===== src/hdl/avsmf_pkg.sv =====
package avsmf_pkg;

    localparam int SAMPLE_W      = 12;
    localparam int ACC_W         = 20;
    localparam int READING_W     = 9;
    localparam int COUNT_W       = 4;
    localparam int S_TDATA_W     = 16;
    localparam int M_TDATA_W     = 16;

    // reading = (sum / SAMPLES_PER_READING) >> READING_SHIFT
    localparam int READING_SHIFT  = 3;
    // median is the element at index count / MEDIAN_DIVISOR
    localparam int MEDIAN_DIVISOR = 2;

    localparam int SAMPLES_PER_READING_DEF = 8;
    localparam int WINDOW_LENGTH_DEF       = 11;

endpackage


===== src/hdl/averaged_sliding_median_filter_unit.sv =====
// Channel   Dir  tdata fields (low bit up)                      Use
// s_axis    in   adc_sample[11:0], zero pad [15:12]             raw converter samples
// m_axis    out  median_value[8:0], readings_held[12:9], pad    one median per group
//
// A sample that does not close a group only adds to the group sum. A closing sample runs
// these steps: one that scales the group sum by a constant reciprocal, one ring write, then
// nine passes over the ring memory (one read per cycle, each pass reading all readings held,
// at most WINDOW_LENGTH) that settle the median one bit at a time, and a load of the output.
// rst_n is asynchronous; the ring memory is not cleared (only written slots are read).
// Samples are taken while a result waits on m_axis; a new result stalls until it leaves.
module averaged_sliding_median_filter_unit #(
    parameter int SAMPLES_PER_READING = avsmf_pkg::SAMPLES_PER_READING_DEF,
    parameter int WINDOW_LENGTH       = avsmf_pkg::WINDOW_LENGTH_DEF
) (
    input  logic                             clk,
    input  logic                             rst_n,
    input  logic                             s_axis_tvalid,
    output logic                             s_axis_tready,
    // adc_sample[11:0], zeros [15:12]
    input  logic [avsmf_pkg::S_TDATA_W-1:0]  s_axis_tdata,
    output logic                             m_axis_tvalid,
    input  logic                             m_axis_tready,
    // median_value[8:0], readings_held[12:9], zeros [15:13]
    output logic [avsmf_pkg::M_TDATA_W-1:0]  m_axis_tdata
);
    import avsmf_pkg::*;

    localparam int GRP_W   = (SAMPLES_PER_READING > 1) ? $clog2(SAMPLES_PER_READING) : 1;
    localparam int SLOT_W  = (WINDOW_LENGTH > 1) ? $clog2(WINDOW_LENGTH) : 1;
    localparam int DIVISOR = SAMPLES_PER_READING << READING_SHIFT;
    // floor(sum / DIVISOR) == (sum * ceil(2^(ACC_W+l) / DIVISOR)) >> (ACC_W+l), l = clog2
    localparam int DIV_SH   = $clog2(DIVISOR);
    localparam int RECIP_SH = ACC_W + DIV_SH;
    localparam int RECIP_W  = ACC_W + 1;
    localparam int PROD_W   = ACC_W + RECIP_W;
    localparam logic [63:0] RECIP_WIDE =
        ((64'd1 << RECIP_SH) + 64'(DIVISOR) - 64'd1) / 64'(DIVISOR);
    localparam logic [RECIP_W-1:0] RECIP = RECIP_W'(RECIP_WIDE);
    localparam logic [COUNT_W-1:0] WIN_CNT = COUNT_W'(WINDOW_LENGTH);
    localparam logic [READING_W-1:0] MSB_MASK = {1'b1, {(READING_W-1){1'b0}}};

    typedef enum logic [2:0] {
        ST_IDLE,
        ST_DIV,
        ST_WRITE,
        ST_SCAN,
        ST_TALLY,
        ST_DONE
    } state_t;

    state_t                 state_reg;
    logic [ACC_W-1:0]       acc_reg;
    logic [GRP_W-1:0]       grp_cnt_reg;
    logic [READING_W-1:0]   quo_reg;
    logic [SLOT_W-1:0]      slot_reg;
    logic [COUNT_W-1:0]     fill_reg;
    logic [SLOT_W-1:0]      scan_idx_reg;
    logic [READING_W-1:0]   bit_mask_reg;
    logic [READING_W-1:0]   res_reg;
    logic [COUNT_W-1:0]     le_cnt_reg;
    logic                   rd_valid_reg;
    logic [READING_W-1:0]   rd_data_reg;
    logic                   m_valid_reg;
    logic [READING_W-1:0]   median_reg;
    logic [COUNT_W-1:0]     held_reg;

    logic [READING_W-1:0]   ring [WINDOW_LENGTH];

    logic [ACC_W-1:0]       acc_sum;
    logic                   s_fire;
    logic [PROD_W-1:0]      prod;
    logic [READING_W-1:0]   thr;
    logic                   hit;
    logic [COUNT_W-1:0]     le_total;
    logic [COUNT_W-1:0]     med_idx;
    logic                   rd_en;
    logic                   load_out;

    assign s_fire   = s_axis_tvalid && s_axis_tready;
    assign acc_sum  = acc_reg + ACC_W'(s_axis_tdata[SAMPLE_W-1:0]);
    assign prod     = PROD_W'(acc_reg) * PROD_W'(RECIP);
    // candidate with the current bit cleared and all lower bits set
    assign thr      = res_reg | (bit_mask_reg - READING_W'(1));
    assign hit      = rd_valid_reg && (rd_data_reg <= thr);
    assign le_total = le_cnt_reg + COUNT_W'(hit);
    assign med_idx  = fill_reg / COUNT_W'(MEDIAN_DIVISOR);
    assign rd_en    = (state_reg == ST_SCAN);
    assign load_out = (state_reg == ST_DONE) && (!m_valid_reg || m_axis_tready);

    assign s_axis_tready = (state_reg == ST_IDLE);
    assign m_axis_tvalid = m_valid_reg;
    assign m_axis_tdata  = {{(M_TDATA_W - READING_W - COUNT_W){1'b0}}, held_reg, median_reg};

    always_ff @(posedge clk)
    begin
        if (state_reg == ST_WRITE)
        begin
            ring[slot_reg] <= quo_reg;
        end
        if (rd_en)
        begin
            rd_data_reg <= ring[scan_idx_reg];
        end
    end

    always_ff @(posedge clk or negedge rst_n)
    begin
        if (!rst_n)
        begin
            state_reg    <= ST_IDLE;
            acc_reg      <= '0;
            grp_cnt_reg  <= '0;
            quo_reg      <= '0;
            slot_reg     <= '0;
            fill_reg     <= '0;
            scan_idx_reg <= '0;
            bit_mask_reg <= '0;
            res_reg      <= '0;
            le_cnt_reg   <= '0;
            rd_valid_reg <= 1'b0;
            m_valid_reg  <= 1'b0;
            median_reg   <= '0;
            held_reg     <= '0;
        end
        else
        begin
            rd_valid_reg <= rd_en;
            if (load_out)
            begin
                m_valid_reg <= 1'b1;
            end
            else if (m_valid_reg && m_axis_tready)
            begin
                m_valid_reg <= 1'b0;
            end

            unique case (state_reg)
                ST_IDLE:
                begin
                    if (s_fire)
                    begin
                        acc_reg <= acc_sum;
                        if (grp_cnt_reg == GRP_W'(SAMPLES_PER_READING - 1))
                        begin
                            grp_cnt_reg <= '0;
                            state_reg   <= ST_DIV;
                        end
                        else
                        begin
                            grp_cnt_reg <= grp_cnt_reg + GRP_W'(1);
                        end
                    end
                end

                ST_DIV:
                begin
                    // sum / (SAMPLES_PER_READING << 3) by reciprocal multiply
                    quo_reg   <= prod[RECIP_SH +: READING_W];
                    state_reg <= ST_WRITE;
                end

                ST_WRITE:
                begin
                    acc_reg <= '0;
                    if (slot_reg == SLOT_W'(WINDOW_LENGTH - 1))
                    begin
                        slot_reg <= '0;
                    end
                    else
                    begin
                        slot_reg <= slot_reg + SLOT_W'(1);
                    end
                    if (fill_reg < WIN_CNT)
                    begin
                        fill_reg <= fill_reg + COUNT_W'(1);
                    end
                    scan_idx_reg <= '0;
                    bit_mask_reg <= MSB_MASK;
                    res_reg      <= '0;
                    le_cnt_reg   <= '0;
                    state_reg    <= ST_SCAN;
                end

                ST_SCAN:
                begin
                    le_cnt_reg <= le_total;
                    if (scan_idx_reg == SLOT_W'(fill_reg - COUNT_W'(1)))
                    begin
                        scan_idx_reg <= '0;
                        state_reg    <= ST_TALLY;
                    end
                    else
                    begin
                        scan_idx_reg <= scan_idx_reg + SLOT_W'(1);
                    end
                end

                ST_TALLY:
                begin
                    // more than med_idx readings at or below thr: this bit is 0
                    if (le_total <= med_idx)
                    begin
                        res_reg <= res_reg | bit_mask_reg;
                    end
                    le_cnt_reg   <= '0;
                    bit_mask_reg <= bit_mask_reg >> 1;
                    if (bit_mask_reg[0])
                    begin
                        state_reg <= ST_DONE;
                    end
                    else
                    begin
                        state_reg <= ST_SCAN;
                    end
                end

                ST_DONE:
                begin
                    if (load_out)
                    begin
                        median_reg <= res_reg;
                        held_reg   <= fill_reg;
                        state_reg  <= ST_IDLE;
                    end
                end

                default:
                begin
                    state_reg <= ST_IDLE;
                end
            endcase
        end
    end

`ifndef NO_ASSERTIONS
    a_held_range: assert property (@(posedge clk) disable iff (!rst_n)
        m_valid_reg |-> (held_reg != '0) && (held_reg <= WIN_CNT))
        else $error("readings_held out of range");

    a_slot_range: assert property (@(posedge clk) disable iff (!rst_n)
        slot_reg <= SLOT_W'(WINDOW_LENGTH - 1))
        else $error("write slot past end of ring");

    a_tally_data: assert property (@(posedge clk) disable iff (!rst_n)
        (state_reg == ST_TALLY) |-> rd_valid_reg)
        else $error("tally without the last ring read");

    a_group_close: assert property (@(posedge clk) disable iff (!rst_n)
        (s_fire && (grp_cnt_reg == GRP_W'(SAMPLES_PER_READING - 1)))
            |=> (state_reg == ST_DIV))
        else $error("closing sample did not start division");

    a_result_src: assert property (@(posedge clk) disable iff (!rst_n)
        $rose(m_valid_reg) |-> $past(state_reg == ST_DONE))
        else $error("result raised outside of completion");
`endif

endmodule


===== config.mk =====
export PLATFORM = sky130hd
export DESIGN_NAME = averaged_sliding_median_filter_unit
export DESIGN_NICKNAME = d
export VERILOG_FILES = /design/src/hdl/avsmf_pkg.sv /design/src/hdl/averaged_sliding_median_filter_unit.sv
export SDC_FILE = /design/constraint.sdc
export NUM_CORES = 1
export LEC_CHECK = 0
export BUFFER_PORTS_ARGS = -buffer_cell sky130_fd_sc_hd__buf_4
export CAP_MARGIN = 25
export CORE_MARGIN = 2
export CORE_UTILIZATION = 35
export CTS_CLUSTER_DIAMETER = 150
export DETAILED_ROUTE_END_ITERATION = 8
export SLEW_MARGIN = 20
export SYNTH_ARGS = -nofsm -noshare
export SYNTH_HDL_FRONTEND = slang
export SYNTH_SLANG_ARGS = --single-unit

===== constraint.sdc =====
create_clock -name clk -period 3.56 [get_ports clk]
set_input_delay 0.178 -clock clk [delete_from_list [all_inputs] [get_ports clk]]
set_output_delay 0.178 -clock clk [all_outputs]
set_load 0.02 [all_outputs]

Word-level counts from Yosys, hierarchy flattened
Memories as Yosys holds them, arrays and structs flattened. A register that Yosys moved wholly into a read port is not among the register bits.
Index checks and enable logic that the tools add are counted.
{ "totals": {"in_bits": 20, "latchBits": 0, "out_inout_bits": 18, "elab_cells": 80, "ramBits": 99, "mem_bits_ro": 0, "mem_count": 1, "regBits": 84} }
{ "classes": {"muxes": 20, "shift": 0, "n_div": 0, "n_eq_ne": 13, "bitwise": 2, "reduce_logical": 19, "n_addsub": 8, "order_cmp": 3, "n_mul": 0} }
{ "memory_table": {"columns": ["memory", "depth", "width", "read_ports", "rd_clocked_by_memory_dff", "write_ports", "line", "source"], "rows": [
  ["ring", 11, 9, 1, 1, 1, "averaged_sliding_median_filter_unit.sv:67", "logic [READING_W-1:0] ring [WINDOW_LENGTH];"]
]} }
{ "ops": {"columns": ["op", "count"], "rows": [
  ["$pmux 20 s2", 1],
  ["$pmux 9 s2", 2],
  ["$add 20x12->20", 1],
  ["$mux 20", 1],
  ["$mux 3", 6],
  ["$or 9x9->9", 2],
  ["$pmux 3 s6", 1],
  ["$pmux 4 s2", 2],
  ["$add 4x1->4 const B", 3],
  ["$reduce_and 2->1", 5],
  ["$reduce_bool 2->1", 5],
  ["$eq 3x3->1 const B", 3],
  ["$le 9x9->1", 1],
  ["$mux 9", 1],
  ["$sub 9x1->9 const B", 1],
  ["$mux 4", 2],
  ["$eq 3x2->1 const B", 2],
  ["$ne 2x1->1 const B", 3],
  ["$add 4x1->4", 1],
  ["$eq 4x4->1", 1],
  ["$eq 4x4->1 const B", 1],
  ["$le 4x3->1", 1],
  ["$logic_and 1x1->1", 4],
  ["$lt 4x4->1 const B", 1],
  ["10 further kinds", 14]
]} }

Depth between registers and ports, before layout
{ "depth": {"ltp_word": 8, "ltp_mapped": 21, "mapped_depth_nobuf": 20} }

Worst setup path before layout
Ideal clock, no wire load.
{ "synth_timing": {"path_type": "reg2reg", "from": "register bit_mask_reg[2]", "to": "register res_reg[0]", "path_stages_with_launch": 19, "setup_slack_ps": -260, "n_path_buf": 1, "setup_time_ps": 67, "period_less_slack_ps": 3820, "required_time_ps": 3493, "t_arrival_ps": 3753, "cell_sequence": "dfrtp_1 clkbuf_1 nor3_1 xor2_1 nor2_1 ha_1 a2111oi_0 o21ai_0 a221o_1 a21oi_1 o21a_1 ha_1 ha_1 ha_1 a21o_1 a21oi_1 a31oi_1 nor3_2 a22o_1"} }
{ "synth_between": {"elab_chain_len": 8} }
{ "synth_lines": {"columns": ["item", "line", "source"], "rows": [
  ["start: declaration", "averaged_sliding_median_filter_unit.sv:58", "logic [READING_W-1:0] bit_mask_reg;"],
  ["start signal: assignment", "averaged_sliding_median_filter_unit.sv:206", "bit_mask_reg <= bit_mask_reg >> 1;"],
  ["$sub 9x1->9", "averaged_sliding_median_filter_unit.sv:83", "assign thr = res_reg | (bit_mask_reg - READING_W'(1));"],
  ["$or 9x9->9", "averaged_sliding_median_filter_unit.sv:83", null],
  ["$le 9x9->1", "averaged_sliding_median_filter_unit.sv:84", "assign hit = rd_valid_reg && (rd_data_reg <= thr);"],
  ["$logic_and 1x1->1", "averaged_sliding_median_filter_unit.sv:84", null],
  ["$add 4x1->4", "averaged_sliding_median_filter_unit.sv:85", "assign le_total = le_cnt_reg + COUNT_W'(hit);"],
  ["$le 4x3->1", "averaged_sliding_median_filter_unit.sv:201", "if (le_total <= med_idx)"],
  ["$ne 2x2->1 (no line)", null, null],
  ["$reduce_and 2->1 (no line)", null, null],
  ["end signal: assignment", "averaged_sliding_median_filter_unit.sv:203", "res_reg <= res_reg | bit_mask_reg;"],
  ["end: declaration", "averaged_sliding_median_filter_unit.sv:59", "logic [READING_W-1:0] res_reg;"]
]} }
Every way passes these cells.
A chain may end at the register's enable or synchronous reset.

Final worst setup path
{ "layout_timing": {"from": "register bit_mask_reg[0]", "to": "register res_reg[7]"} }
The elaborated chain is that of the path after synthesis.

==> impl_metrics.env <==
export IMPL_diodes=0
export IMPL_gr_total_overflow=0
export IMPL_synth_enable_flop_cells=108
export IMPL_cp_data_arrival_time_ns=4.09
export IMPL_cts_buffer_depth=2
export IMPL_ys_seq_elements=187
export IMPL_final_setup_worst_slack_ns=-0.218
export IMPL_viasPerCell=4.92
export IMPL_synth_avg_cell_area_um2=13.0
export IMPL_use_met3=0.0282
export IMPL_power_density_mw_per_mm2=427
export IMPL_cap_violations=0
export IMPL_grt_busiest_layer="met2"
export IMPL_numCtsBuffers=17
export IMPL_gp_congestion=0.784
export IMPL_cp_max_fo=9
export IMPL_critPathMaxStageDelay_ns=0.43
export IMPL_synthAdderAreaFrac=0.0489
export IMPL_post_dp_cell_area_mm2=0.00934
export IMPL_worst_hold_path_type="primary input to flop"
export IMPL_grt_pass1_vias=5142
export IMPL_cp_common_cell="ha_4"
export IMPL_met2_usage=0.217
export IMPL_grt_setup_unrepaired="true"
export IMPL_wl_um=16200
export IMPL_globalRouteMet1Util=0.180
export IMPL_power_mw=4.30
export IMPL_drv_slew=0
export IMPL_area_growth_pct=17.1
export IMPL_async_flop_share=0.422
export IMPL_route_detailed_drc=0
export IMPL_cp_required_ns=3.87
export IMPL_grt_pass1_wl_um=27300
export IMPL_cp_start_kind="flop"
export IMPL_critPathTopFamily="compound AO/OA/AOI/OAI gates"
export IMPL_post_route_min_period_ns=3.78
export IMPL_synth_simple_area_share=0.0915
export IMPL_cts_root_buffer="clkbuf_16"
export IMPL_synth_area_leader_cell="edfxtp_1"
export IMPL_clk_pin_slew_ns=0.07
export IMPL_cts_sinks=187
export IMPL_drtIter0Drc=254
export IMPL_numPortBuffers=30
export IMPL_finalHoldViolCount=0
export IMPL_cts_tree="built"
export IMPL_placed_cells=1009
export IMPL_syn_inst=661
export IMPL_timing_final_crit_share=1.06
export IMPL_antenna_found_initial=0
export IMPL_crit_path_top_delay_cell="dfrtp_1"
export IMPL_p_leak_nw=3.88
export IMPL_synthTopCellsByCount="108 x edfxtp_1, 79 x dfrtp_1, 64 x nand2_1, 62 x o21ai_0, 32 x ha_1"
export IMPL_synth_top_area_frac=0.377
export IMPL_largest_reg_flops=99
export IMPL_initial_utilization=0.355
export IMPL_skew_ns=0.0104
export IMPL_synth_mux_area_frac=0.0994
export IMPL_status="finished with violations"
export IMPL_syn_area_mm2=0.00860
export IMPL_nNetsFinal=761
export IMPL_h_tree_depth=4
export IMPL_ys_types=60
export IMPL_maxSlewHeadroom=0.380
export IMPL_std_cell_rows=57
export IMPL_synth_xor_area_frac=0.0285
export IMPL_die_w_um=161
export IMPL_hpwl_um=11300
export IMPL_synth_top_family_by_area="multiplexers"
export IMPL_cp_end_kind="flop"
export IMPL_grt_max_degree=58
export IMPL_dieArea_mm2=0.0258
export IMPL_drive_above_1_share=0.227
export IMPL_ys_flop_type="edfxtp_1"
export IMPL_synth_area_top_cells="edfxtp_1 38%, dfrtp_1 23%, mux4_2 4.7%"
export IMPL_detail_route_antenna_nets=0
export IMPL_coreArea_mm2=0.0242
export IMPL_final_cell_area_mm2=0.0101
export IMPL_wl_per_cell_um=15.5
export IMPL_ir_worst_vdd_v=0.000249
export IMPL_firstDrtPassIters=4
export IMPL_yosysSeqAreaShare=0.607
export IMPL_setup_viol=9
export IMPL_violations="negative setup slack"
export IMPL_grt_usage=0.133
export IMPL_dieHeight_um=161
export IMPL_crit_type="flop to flop"
export IMPL_timing_fmax_mhz=265
export IMPL_clk_latency_ns=0.43
export IMPL_path_cells="inv_2 > ha_4 > nor3b_4 > xor2_1 > nor2_1 > ha_2 > o21ai_0 > a21oi_1 > a221o_1 > a21oi_2 > o21a_1 > ha_2 > ha_4 > ha_4 > a21o_1 > a21oi_2 > a31oi_2 > nor3_4 > buf_12 > a22o_1"
export IMPL_tns_ns=-1.89
export IMPL_finalNonFillerCells=1045
export IMPL_synth_compound_area_frac=0.0949
export IMPL_io_pins=38
export IMPL_route_vias_total=5138
export IMPL_yosys_warnings=0
export IMPL_worstMarginPinSlew_ns=0.930
export IMPL_synth_most_common_cell="edfxtp_1"
export IMPL_worst_path_buf_inv=2
==> cells by family after synthesis <==
family | Yosys count
buffers and inverters | 58
other | 1
DFF | 187
and+or+nand+nor | 161
AOI/OAI and AO/OA | 133
adders and majority gates | 33
xor gates and xnor gates | 28
muxes | 60
==> report_power, final <==
group                  switching, mW  leakage, nW  internal (mW)
Combinational                 0.0356         1.78         0.0215
Clock                          0.867        0.302           1.11
Sequential     0.0000000000000000266         1.80           2.27
==> final timing paths <==
path / startpoint / end / slack, ns / depth (start not counted)
setup / recovery: bit_mask_reg[0] / res_reg[7] / -0.22 / 20
hold / removal: m_axis_tready / m_axis_tvalid / 0.05 / 3
setup reg to reg: bit_mask_reg[0] / res_reg[7] / -0.22 / 20
hold reg to reg: grp_cnt_reg[1] / grp_cnt_reg[1] / 0.49 / 2
max in group asynchronous: rst_n / quo_reg[0] / 2.36 / 3
min in group asynchronous: rst_n / bit_mask_reg[7] / 0.36 / 2
==> layer usage <==
| layer | wire, µm | part of all wire |
|---|---|---|
| met5 | 0 | 0 |
| met4 | 158 | 0.0098 |
| met3 | 420 | 0.026 |
| met2 | 7860 | 0.49 |
| met1 | 7710 | 0.48 |
==> area by class of cell <==
| class | instances | area, µm² |
|---|---|---|
| Fill cell | 2245 | 14200 |
| Sequential cell | 187 | 5220 |
| Multi-Input combinational cell | 418 | 3260 |
| Timing Repair Buffer | 62 | 484 |
| Clock buffer | 19 | 454 |
| Tap cell | 324 | 405 |
| Clock inverter | 13 | 165 |
| Inverter | 22 | 82.6 |
==> what timing repair did <==
item,CTS,global route
endpoints found under the hold margin,56,0
setup endpoints to repair,9,9
setup buffers,3,1
hold buffers,1,0
gates resized for setup,4,11
pin swaps,9,8
==> cells in the final DEF (no fill, tap or decap), types with 17 or more instances in the layout <==
cell | netlist | layout
inv_1 | 22 | 20
edfxtp_1 | 108 | 108
nand3_1 | 18 | 18
dfrtp_1 | 79 | 77
clkbuf_16 | 0 | 18
buf_4 | 5 | 59
mux2i_1 | 19 | 19
mux2_2 | 23 | 23
nor2_1 | 26 | 25
a21oi_1 | 21 | 19
nand2_1 | 64 | 63
ha_1 | 32 | 25
mux4_2 | 18 | 18
o21ai_0 | 62 | 61
xnor2_1 | 17 | 17
==> metrics by stage <==
| stage | hold WS, ns | setup WS, ns | utilization |
|---|---|---|---|
| CTS | 0.0260 | -0.267 | 0.413 |
| detailed placement | 0.297 | -0.318 | 0.385 |
| floorplan | -0.118 | -0.0991 | - |
| global placement | 0.294 | -0.231 | 0.385 |
| global route | 0.0387 | -0.438 | 0.415 |
| finish | 0.0459 | -0.218 | 0.415 |
==> worst min-delay path, stage by stage <==
cell	delay (ns)
buf_4	0.07
nor2b_1	0.05
nand2b_1	0.13
(Power assumes the default switching activity.)
